### config.mk
export PLATFORM = sky130hd
export DESIGN_NAME = windowed_runtime_averager
export DESIGN_NICKNAME = d
export VERILOG_FILES = /design/src/wra_pkg.sv /design/src/wra_front.sv /design/src/wra_queue.sv /design/src/wra_back.sv /design/src/windowed_runtime_averager.sv
export SDC_FILE = /design/constraint.sdc
export NUM_CORES = 1
export LEC_CHECK = 0
export ABC_AREA = 1
export ABC_CLOCK_PERIOD_IN_PS = 5500
export BUFFER_PORTS_ARGS = -buffer_cell sky130_fd_sc_hd__buf_2
export CORE_MARGIN = 2
export CORE_UTILIZATION = 50
export CTS_CLUSTER_DIAMETER = 80
export DETAILED_ROUTE_END_ITERATION = 10
export PLACE_DENSITY_LB_ADDON = 0.05
export SYNTH_ARGS = -nofsm -noshare
export SYNTH_HDL_FRONTEND = slang
export SYNTH_SLANG_ARGS = --single-unit
### constraint.sdc
create_clock -name clk -period 5.5 [get_ports clk]
set_input_delay 0.55 -clock clk [delete_from_list [all_inputs] [get_ports clk]]
set_output_delay 0.55 -clock clk [all_outputs]
set_load 0.02 [all_outputs]
### src/wra_pkg.sv
// Package for the windowed runtime averager.
// Holds default sizes, the back-end state encoding and the queue status group.
// No dependencies.
package wra_pkg;

  // default window length and depth of the queue between front and back
  localparam int DEF_WINDOW = 8;
  localparam int DEF_QUEUE_DEPTH = 2;

  // fixed field widths
  localparam int SAMPLE_W = 32;
  localparam int MEAN_W = 32;
  localparam int STORED_W = 4;

  // back-end sequencer states
  typedef enum logic [2:0] {
    BK_IDLE,
    BK_READ,
    BK_SUB,
    BK_ADD,
    BK_DIV,
    BK_DONE
  } bk_state_t;

  // queue status seen by the back end and the top level
  typedef struct packed {
    logic push;
    logic pop;
    logic full;
    logic empty;
  } q_stat_t;

endpackage

### src/wra_front.sv
// Front end of the windowed runtime averager: accepts samples, assigns ring slots.
// Classifies each item as append or evict and pushes a command into the queue.
// Depends on wra_pkg.
module wra_front
  import wra_pkg::*;
#(
  parameter int WINDOW = DEF_WINDOW,
  localparam int SLOT_W = (WINDOW > 1) ? $clog2(WINDOW) : 1,
  localparam int CNT_W = $clog2(WINDOW + 1),
  localparam int ENTRY_W = SAMPLE_W + SLOT_W + 1 + CNT_W
) (
  input  logic                clk,
  input  logic                rst,
  input  logic                in_valid,
  output logic                in_stall,
  input  logic [SAMPLE_W-1:0] sample_ms,
  input  logic                q_full,
  output logic                q_push,
  output logic [ENTRY_W-1:0]  q_entry
);

  localparam logic [CNT_W-1:0] CNT_FULL = CNT_W'(WINDOW);
  localparam logic [SLOT_W-1:0] SLOT_LAST = SLOT_W'(WINDOW - 1);

  logic [CNT_W-1:0]  fill_count;
  logic [CNT_W-1:0]  fill_count_next;
  logic [SLOT_W-1:0] write_slot;
  logic [SLOT_W-1:0] write_slot_next;
  logic              evict;

  // item is taken whenever the queue has room
  assign in_stall = q_full;
  assign q_push = in_valid && !q_full;

  // classify: once the ring is full every item evicts the oldest entry
  assign evict = (fill_count == CNT_FULL);
  assign fill_count_next = evict ? CNT_FULL : fill_count + CNT_W'(1);
  assign write_slot_next = (write_slot == SLOT_LAST) ? '0 : write_slot + SLOT_W'(1);

  // command: sample, slot, evict flag, count after this item
  assign q_entry = {sample_ms, write_slot, evict, fill_count_next};

  // slot and fill tracking
  always_ff @(posedge clk) begin
    if (rst) begin
      fill_count <= '0;
      write_slot <= '0;
    end else if (q_push) begin
      fill_count <= fill_count_next;
      write_slot <= write_slot_next;
    end
  end

endmodule

### src/wra_queue.sv
// Short command queue between the front and back ends of the averager.
// Register-based FIFO of DEPTH entries, first word visible on the read side.
// Depends on wra_pkg.
module wra_queue
  import wra_pkg::*;
#(
  parameter int WIDTH = 8,
  parameter int DEPTH = DEF_QUEUE_DEPTH,
  localparam int PTR_W = (DEPTH > 1) ? $clog2(DEPTH) : 1,
  localparam int CNT_W = $clog2(DEPTH + 1)
) (
  input  logic             clk,
  input  logic             rst,
  input  logic             push,
  input  logic [WIDTH-1:0] wr_data,
  input  logic             pop,
  output logic [WIDTH-1:0] rd_data,
  output q_stat_t          stat
);

  localparam logic [PTR_W-1:0] PTR_LAST = PTR_W'(DEPTH - 1);
  localparam logic [CNT_W-1:0] CNT_FULL = CNT_W'(DEPTH);

  logic [WIDTH-1:0] slots [DEPTH];
  logic [PTR_W-1:0] wr_ptr;
  logic [PTR_W-1:0] rd_ptr;
  logic [CNT_W-1:0] count;
  logic             do_push;
  logic             do_pop;

  assign stat.full = (count == CNT_FULL);
  assign stat.empty = (count == '0);
  assign stat.push = push;
  assign stat.pop = pop;
  assign do_push = push && !stat.full;
  assign do_pop = pop && !stat.empty;
  assign rd_data = slots[rd_ptr];

  // storage
  always_ff @(posedge clk) begin
    if (do_push) begin
      slots[wr_ptr] <= wr_data;
    end
  end

  // pointers and occupancy
  always_ff @(posedge clk) begin
    if (rst) begin
      wr_ptr <= '0;
      rd_ptr <= '0;
      count <= '0;
    end else begin
      if (do_push) begin
        wr_ptr <= (wr_ptr == PTR_LAST) ? '0 : wr_ptr + PTR_W'(1);
      end
      if (do_pop) begin
        rd_ptr <= (rd_ptr == PTR_LAST) ? '0 : rd_ptr + PTR_W'(1);
      end
      if (do_push && !do_pop) begin
        count <= count + CNT_W'(1);
      end else if (do_pop && !do_push) begin
        count <= count - CNT_W'(1);
      end
    end
  end

endmodule

### src/wra_back.sv
// Back end of the windowed runtime averager: sample ring, running sum, divider.
// Sequencer pops one command, updates ring and sum, divides bit-serially, holds result.
// Depends on wra_pkg.
module wra_back
  import wra_pkg::*;
#(
  parameter int WINDOW = DEF_WINDOW,
  localparam int SLOT_W = (WINDOW > 1) ? $clog2(WINDOW) : 1,
  localparam int CNT_W = $clog2(WINDOW + 1),
  localparam int ENTRY_W = SAMPLE_W + SLOT_W + 1 + CNT_W,
  localparam int SUM_W = SAMPLE_W + $clog2(WINDOW)
) (
  input  logic                clk,
  input  logic                rst,
  input  q_stat_t             q_stat,
  input  logic [ENTRY_W-1:0]  q_entry,
  output logic                q_pop,
  output logic                bk_idle,
  output logic                bk_done,
  output logic                out_valid,
  input  logic                out_stall,
  output logic [MEAN_W-1:0]   mean_ms,
  output logic [SAMPLE_W-1:0] latest_ms,
  output logic [STORED_W-1:0] stored_count
);

  localparam int STEP_W = $clog2(SUM_W + 1);
  localparam int PAD_W = (CNT_W > STORED_W) ? CNT_W : STORED_W;

  bk_state_t state;
  bk_state_t state_next;

  logic [SAMPLE_W-1:0] ring [WINDOW];
  logic [SAMPLE_W-1:0] ring_rd;

  logic [SAMPLE_W-1:0] cmd_sample;
  logic [SLOT_W-1:0]   cmd_slot;
  logic                cmd_evict;
  logic [CNT_W-1:0]    cmd_count;

  logic [SUM_W-1:0]    window_sum;
  logic [SUM_W-1:0]    sum_added;
  logic [SUM_W-1:0]    dvd;
  logic [CNT_W-1:0]    rem;
  logic [CNT_W:0]      trial;
  logic                q_bit;
  logic [STEP_W-1:0]   step;
  logic                out_load;
  logic [PAD_W-1:0]    count_pad;

  // sequencer: pop, read ring, subtract, add, divide, hand off
  always_comb begin
    state_next = state;
    q_pop = 1'b0;
    out_load = 1'b0;
    case (state)
      BK_IDLE: begin
        if (!q_stat.empty) begin
          q_pop = 1'b1;
          state_next = BK_READ;
        end
      end
      BK_READ: state_next = BK_SUB;
      BK_SUB:  state_next = BK_ADD;
      BK_ADD:  state_next = BK_DIV;
      BK_DIV: begin
        if (step == STEP_W'(1)) begin
          state_next = BK_DONE;
        end
      end
      BK_DONE: begin
        if (!out_valid || !out_stall) begin
          out_load = 1'b1;
          state_next = BK_IDLE;
        end
      end
      default: state_next = BK_IDLE;
    endcase
  end

  assign bk_idle = (state == BK_IDLE);
  assign bk_done = out_load;

  always_ff @(posedge clk) begin
    if (rst) begin
      state <= BK_IDLE;
    end else begin
      state <= state_next;
    end
  end

  // command capture
  always_ff @(posedge clk) begin
    if (q_pop) begin
      {cmd_sample, cmd_slot, cmd_evict, cmd_count} <= q_entry;
    end
  end

  // sample ring with registered read
  always_ff @(posedge clk) begin
    ring_rd <= ring[cmd_slot];
    if (state == BK_ADD) begin
      ring[cmd_slot] <= cmd_sample;
    end
  end

  // running sum: evicted value out, new sample in
  assign sum_added = window_sum + SUM_W'(cmd_sample);

  always_ff @(posedge clk) begin
    if (rst) begin
      window_sum <= '0;
    end else if (state == BK_SUB && cmd_evict) begin
      window_sum <= window_sum - SUM_W'(ring_rd);
    end else if (state == BK_ADD) begin
      window_sum <= sum_added;
    end
  end

  // restoring divider, one quotient bit per cycle
  assign trial = {rem, dvd[SUM_W-1]};
  assign q_bit = (trial >= {1'b0, cmd_count});

  always_ff @(posedge clk) begin
    if (state == BK_ADD) begin
      dvd <= sum_added;
      rem <= '0;
      step <= STEP_W'(SUM_W);
    end else if (state == BK_DIV) begin
      dvd <= {dvd[SUM_W-2:0], q_bit};
      rem <= q_bit ? CNT_W'(trial - {1'b0, cmd_count}) : trial[CNT_W-1:0];
      step <= step - STEP_W'(1);
    end
  end

  // output register
  assign count_pad = PAD_W'(cmd_count);

  always_ff @(posedge clk) begin
    if (rst) begin
      out_valid <= 1'b0;
    end else if (out_load) begin
      out_valid <= 1'b1;
    end else if (!out_stall) begin
      out_valid <= 1'b0;
    end
  end

  always_ff @(posedge clk) begin
    if (out_load) begin
      mean_ms <= dvd[MEAN_W-1:0];
      latest_ms <= cmd_sample;
      stored_count <= count_pad[STORED_W-1:0];
    end
  end

endmodule

### src/windowed_runtime_averager.sv
// Top level of the windowed runtime averager (moving mean over the last WINDOW samples).
// Joins front end, command queue and back end.
// Depends on wra_pkg, wra_front, wra_queue, wra_back.
//
//   channel | direction | handshake           | payload
//   input   | in        | in_valid, in_stall   | sample_ms
//   output  | out       | out_valid, out_stall | mean_ms, latest_ms, stored_count
//
// An item passes through the back end's read, subtract, add, divide and done states;
// the divide state runs the bit-serial divider, one quotient bit per cycle over the running sum.
// The front takes items as long as the two-entry queue has room.
// Reset clears counts, pointers, sum and state; the ring needs no clearing pass.
// A stalled result stays in the output register while the back end starts the next item.
module windowed_runtime_averager
  import wra_pkg::*;
#(
  parameter int WINDOW = DEF_WINDOW
) (
  input  logic                clk,
  input  logic                rst,
  input  logic                in_valid,
  output logic                in_stall,
  input  logic [SAMPLE_W-1:0] sample_ms,
  output logic                out_valid,
  input  logic                out_stall,
  output logic [MEAN_W-1:0]   mean_ms,
  output logic [SAMPLE_W-1:0] latest_ms,
  output logic [STORED_W-1:0] stored_count
);

  localparam int SLOT_W = (WINDOW > 1) ? $clog2(WINDOW) : 1;
  localparam int CNT_W = $clog2(WINDOW + 1);
  localparam int ENTRY_W = SAMPLE_W + SLOT_W + 1 + CNT_W;

  logic               q_push;
  logic               q_pop;
  logic [ENTRY_W-1:0] wr_entry;
  logic [ENTRY_W-1:0] rd_entry;
  q_stat_t            q_stat;
  logic               bk_idle;
  logic               bk_done;

  // slot assignment and classification
  wra_front #(
    .WINDOW(WINDOW)
  ) u_front (
    .clk      (clk),
    .rst      (rst),
    .in_valid (in_valid),
    .in_stall (in_stall),
    .sample_ms(sample_ms),
    .q_full   (q_stat.full),
    .q_push   (q_push),
    .q_entry  (wr_entry)
  );

  // command queue
  wra_queue #(
    .WIDTH(ENTRY_W),
    .DEPTH(DEF_QUEUE_DEPTH)
  ) u_queue (
    .clk    (clk),
    .rst    (rst),
    .push   (q_push),
    .wr_data(wr_entry),
    .pop    (q_pop),
    .rd_data(rd_entry),
    .stat   (q_stat)
  );

  // ring, sum and divider
  wra_back #(
    .WINDOW(WINDOW)
  ) u_back (
    .clk         (clk),
    .rst         (rst),
    .q_stat      (q_stat),
    .q_entry     (rd_entry),
    .q_pop       (q_pop),
    .bk_idle     (bk_idle),
    .bk_done     (bk_done),
    .out_valid   (out_valid),
    .out_stall   (out_stall),
    .mean_ms     (mean_ms),
    .latest_ms   (latest_ms),
    .stored_count(stored_count)
  );

`ifndef SYNTH
  // the back end only pops a queued command, and only while idle
  a_pop_ok: assert property (@(posedge clk) disable iff (rst)
    q_stat.pop |-> !q_stat.empty && bk_idle)
    else $error("queue popped while empty or back end busy");

  // an accepted item lands in the queue
  a_push_lands: assert property (@(posedge clk) disable iff (rst)
    (in_valid && !in_stall) |=> !q_stat.empty)
    else $error("accepted item missing from queue");

  // a new result appears only from a finished division
  a_out_from_done: assert property (@(posedge clk) disable iff (rst)
    (out_valid && !$past(out_valid && out_stall)) |-> $past(bk_done))
    else $error("result presented without a finished item");
`endif

endmodule

==> out/qor.yml <==
status:
  status: "complete, no violations"
cts:
  cts-root-buf: "clkbuf_16"
  cts.path.max_buffers: 3
  cts_made_buffers: 59
  insertion_delay_ps: 660
  h-tree-depth: 2
  ctsHoldBuffers: 0
  cts_setup_buffers: 0
  cts_tree: "built"
  clk_pin_slew_worst_paths_ps: 60
  cts_resized: 0
  cts_sinks: 571
route:
  vias: 17705
  post_drt_wl_per_cell_um: 19.9
  wl_um: 66700
  first_pass_iters: 5
  drcViolationCount: 0
  via_per_inst: 5.27
  drt_iter0_drc: 1304
  ant_nets: 0
grt:
  grt_overflow: 0
  grt_use_total: 0.256
  first_global_vias: 17565
  grt_max_degree: 50
  grt_pass1_wl_um: 102000
  antenna_found_initial: 3
synth:
  synthDistinctLibCells: 50
  yosysTopAreaCellShare: 0.562
  synth_top_area_cell: "edfxtp_1"
  synth_cells: 2500
  ys_seq_area_frac: 0.634
  synth-seq-cells: 571
  yosys-top-cells-area: "edfxtp_1 56%, nand2_1 12%, dfxtp_1 7.2%"
  synth_edf_count: 479
  synth_top_flop_cell: "edfxtp_1"
  avgSynthCellArea_um2: 10.2
  async_flop_share: 0
  syn-num-nets: 2614
  yosysWarnings: 0
  synth_area_um2: 25600
timing:
  period_minus_slack_ps: 2880
  finalSetupViolCount: 0
  hold_viol: 0
  maxSlewHeadroom: 0.230
  min_period_over_period: 0.523
  rsz0062_at_grt: "no"
  fin_setup_tns_ps: 0
  finClkSkew_ps: 62.9
  slew_viol_final: 0
  worstMarginPinSlew_ps: 1150
  fmax_ghz: 0.348
final_layout:
  syn_to_final_growth_pct: 13.3
  nets: 2749
  num_antenna_cells: 0
  final_layout_size_suffix_gt1_frac: 0.108
  final_cells: 3357
  fillers: 4288
critical_path:
  path_class: "flip-flop to flip-flop"
  crit_required_ps: 5760
  r2r_cells: 5
  r2r_end: "u_back.ring[5][8]"
  crit_fanout: 32
  r2r_slack_ps: 2620
  crit_arrival_ps: 3140
  end_kind: "flip-flop"
  start_kind: "flip-flop"
  timing.rr.start: "u_back.cmd_slot[2]"
floorplanning:
  die_y_um: 230
  rows: 82
  initial_core_util: 0.508
  core_um2: 50400
  ios: 106
  die_width_um: 230
  die_area_um2: 53000
pwr:
  intPower_mw: 9.85
  power.share.combinational: 0.324
  p_leak_nw: 12.4
  p_seq_frac: 0.421
  p_switching_mw: 6.10
  pwr-share-clk: 0.254
  p_sw_frac: 0.383
  pwr_density_cell_nw_per_um2: 550
  max-vdd-ir-drop_mv: 0.462
run:
  cap_viol_max_count: 0
placed_design:
  gp_congestion: 0.955
  io_buffers: 105
  dpl.cell_count: 3246
  dp_hpwl_um: 46200
hold_path:
  hold_path_end: "u_queue.slots[0][27]"
  min_delay_path_depth: 1
  hold_path.class: "input pin to flip-flop"
  hold_start: "sample_ms[19]"
==> cell usage in the layout, fill, tap and decap left out, drive strengths merged, types with 12 or more instances in the layout <==
master,Yosys,final
nor3,25,25
ha,75,75
nand2,834,834
a22oi,39,39
nor2,124,124
a22o,26,26
clkbuf,20,80
o21ai,44,44
a21oi,83,83
edfxtp,479,479
nand3,128,128
dfxtp,92,92
clkinv,0,20
buf,37,131
xor2,15,15
inv,351,356
nand4,39,39
nand3b,12,12
a221oi,29,29
==> critical path, stage by stage, from the launching register on <==
cell and delay (ps):
edfxtp_1 710, inv_2 220, nor3_4 150, buf_4 390
inv_1 170, nor2_4 830
==> state kept, by name, summed over array words and instances (netlist names) <==
register	flops
u_back.rem	4
u_back.cmd_slot	3
u_queue.wr_ptr	1
u_back.state	3
u_back.ring	256
u_back.window_sum	35
u_back.dvd	35
u_queue.slots	80
u_back.cmd_sample	32
u_back.latest_ms	32
u_back.cmd_evict	1
u_back.cmd_count	4
u_back.out_valid	1
u_back.step	6
u_back.stored_count	4
u_queue.rd_ptr	1
u_front.write_slot	3
u_back.mean_ms	32
u_front.fill_count	4
u_queue.count	2
u_back.ring_rd	32
==> metal layers <==
layer / routed length [µm] / up-vias / part of all wire / global-route usage
li1: - / 8689 / - / -
met1: 30800 / 8430 / 0.46 / 0.363
met2: 30800 / 479 / 0.46 / 0.415
met3: 3380 / 107 / 0.051 / 0.0280
met4: 1800 / 0 / 0.027 / 0.0796
met5: 0 / - / 0 / 0
==> layout make-up <==
type | instances | area, µm² | share of cell area
Clock inverter | 31 | 385 | 0.0133
Multi-Input combinational cell | 1521 | 7920 | 0.273
Timing Repair Buffer | 131 | 721 | 0.0248
Inverter | 351 | 1320 | 0.0454
Clock buffer | 80 | 1610 | 0.0553
Sequential cell | 571 | 16200 | 0.559
Tap cell | 672 | 841 | 0.0290
==> metrics by stage <==
step	power, mW	worst slack, ps	hold slack [ps]	area [µm²]	util
6_report	15.9	2620	78.2	29000	0.576
2_1_floorplan	10.1	885	426	25600	-
3_5_place_dp	11.9	2600	435	27000	0.536
5_1_grt	16.9	2460	55.6	29000	0.576
4_1_cts	16.0	2600	45.4	29000	0.576
3_3_place_gp	11.9	2660	432	27000	0.536
==> power groups by stage <==
| stage | combinational [mW] | sequential [mW] | clock, mW |
|---|---|---|---|
| 2_1_floorplan | 3.62 | 6.44 | 0 |
| 3_3_place_gp | 5.10 | 6.75 | 0 |
| 3_5_place_dp | 5.15 | 6.79 | 0 |
| 4_1_cts | 5.18 | 6.71 | 4.13 |
| 5_1_grt | 5.83 | 6.81 | 4.30 |
| 6_report | 5.17 | 6.72 | 4.06 |
==> worst max path at each step <==
stage / to / slack, ps / start / depth (start not counted)
floorplan: u_back.ring[0][0] / 890 / u_back.state[1] / 6
global placement: u_back.ring[5][29] / 2660 / u_back.cmd_slot[2] / 5
detailed placement: u_back.ring[5][29] / 2600 / u_back.cmd_slot[2] / 5
CTS: u_back.ring[5][3] / 2600 / u_back.cmd_slot[2] / 5
global route: u_back.ring[5][3] / 2460 / u_back.cmd_slot[2] / 5
finish: u_back.ring[5][8] / 2620 / u_back.cmd_slot[2] / 5
==> cells by family (layout without fill, tap and decap cells) <==
kind of cell,count (synthesis),after routing,synth area share
and+or+nand+nor,1182,1182,0.194
DFF,571,571,0.634
buffers and inverters,408,593,0.0623
AOI/OAI and AO/OA,243,243,0.0655
adders and majority gates,78,78,0.0390
xor gates and xnor gates,18,18,0.00616
==> Yosys cell counts (all sizes together), types with 2 or more instances <==
cell type and instances:
fa 3, nand2 834, clkbuf 20, nor2 124
a211oi 3, o21a 5, o311ai 2, edfxtp 479
xnor2 3, inv 351, nor4 7, nand3 128
nor3 25, nand3b 12, a221oi 29, a21oi 83
o21bai 4, a22oi 39, xor2 15, buf 37
a31oi 4, nand4 39, and2 7, dfxtp 92
ha 75, o21ai 44, a22o 26, or2 4
No activity file was read; power rests on OpenSTA's default activity.
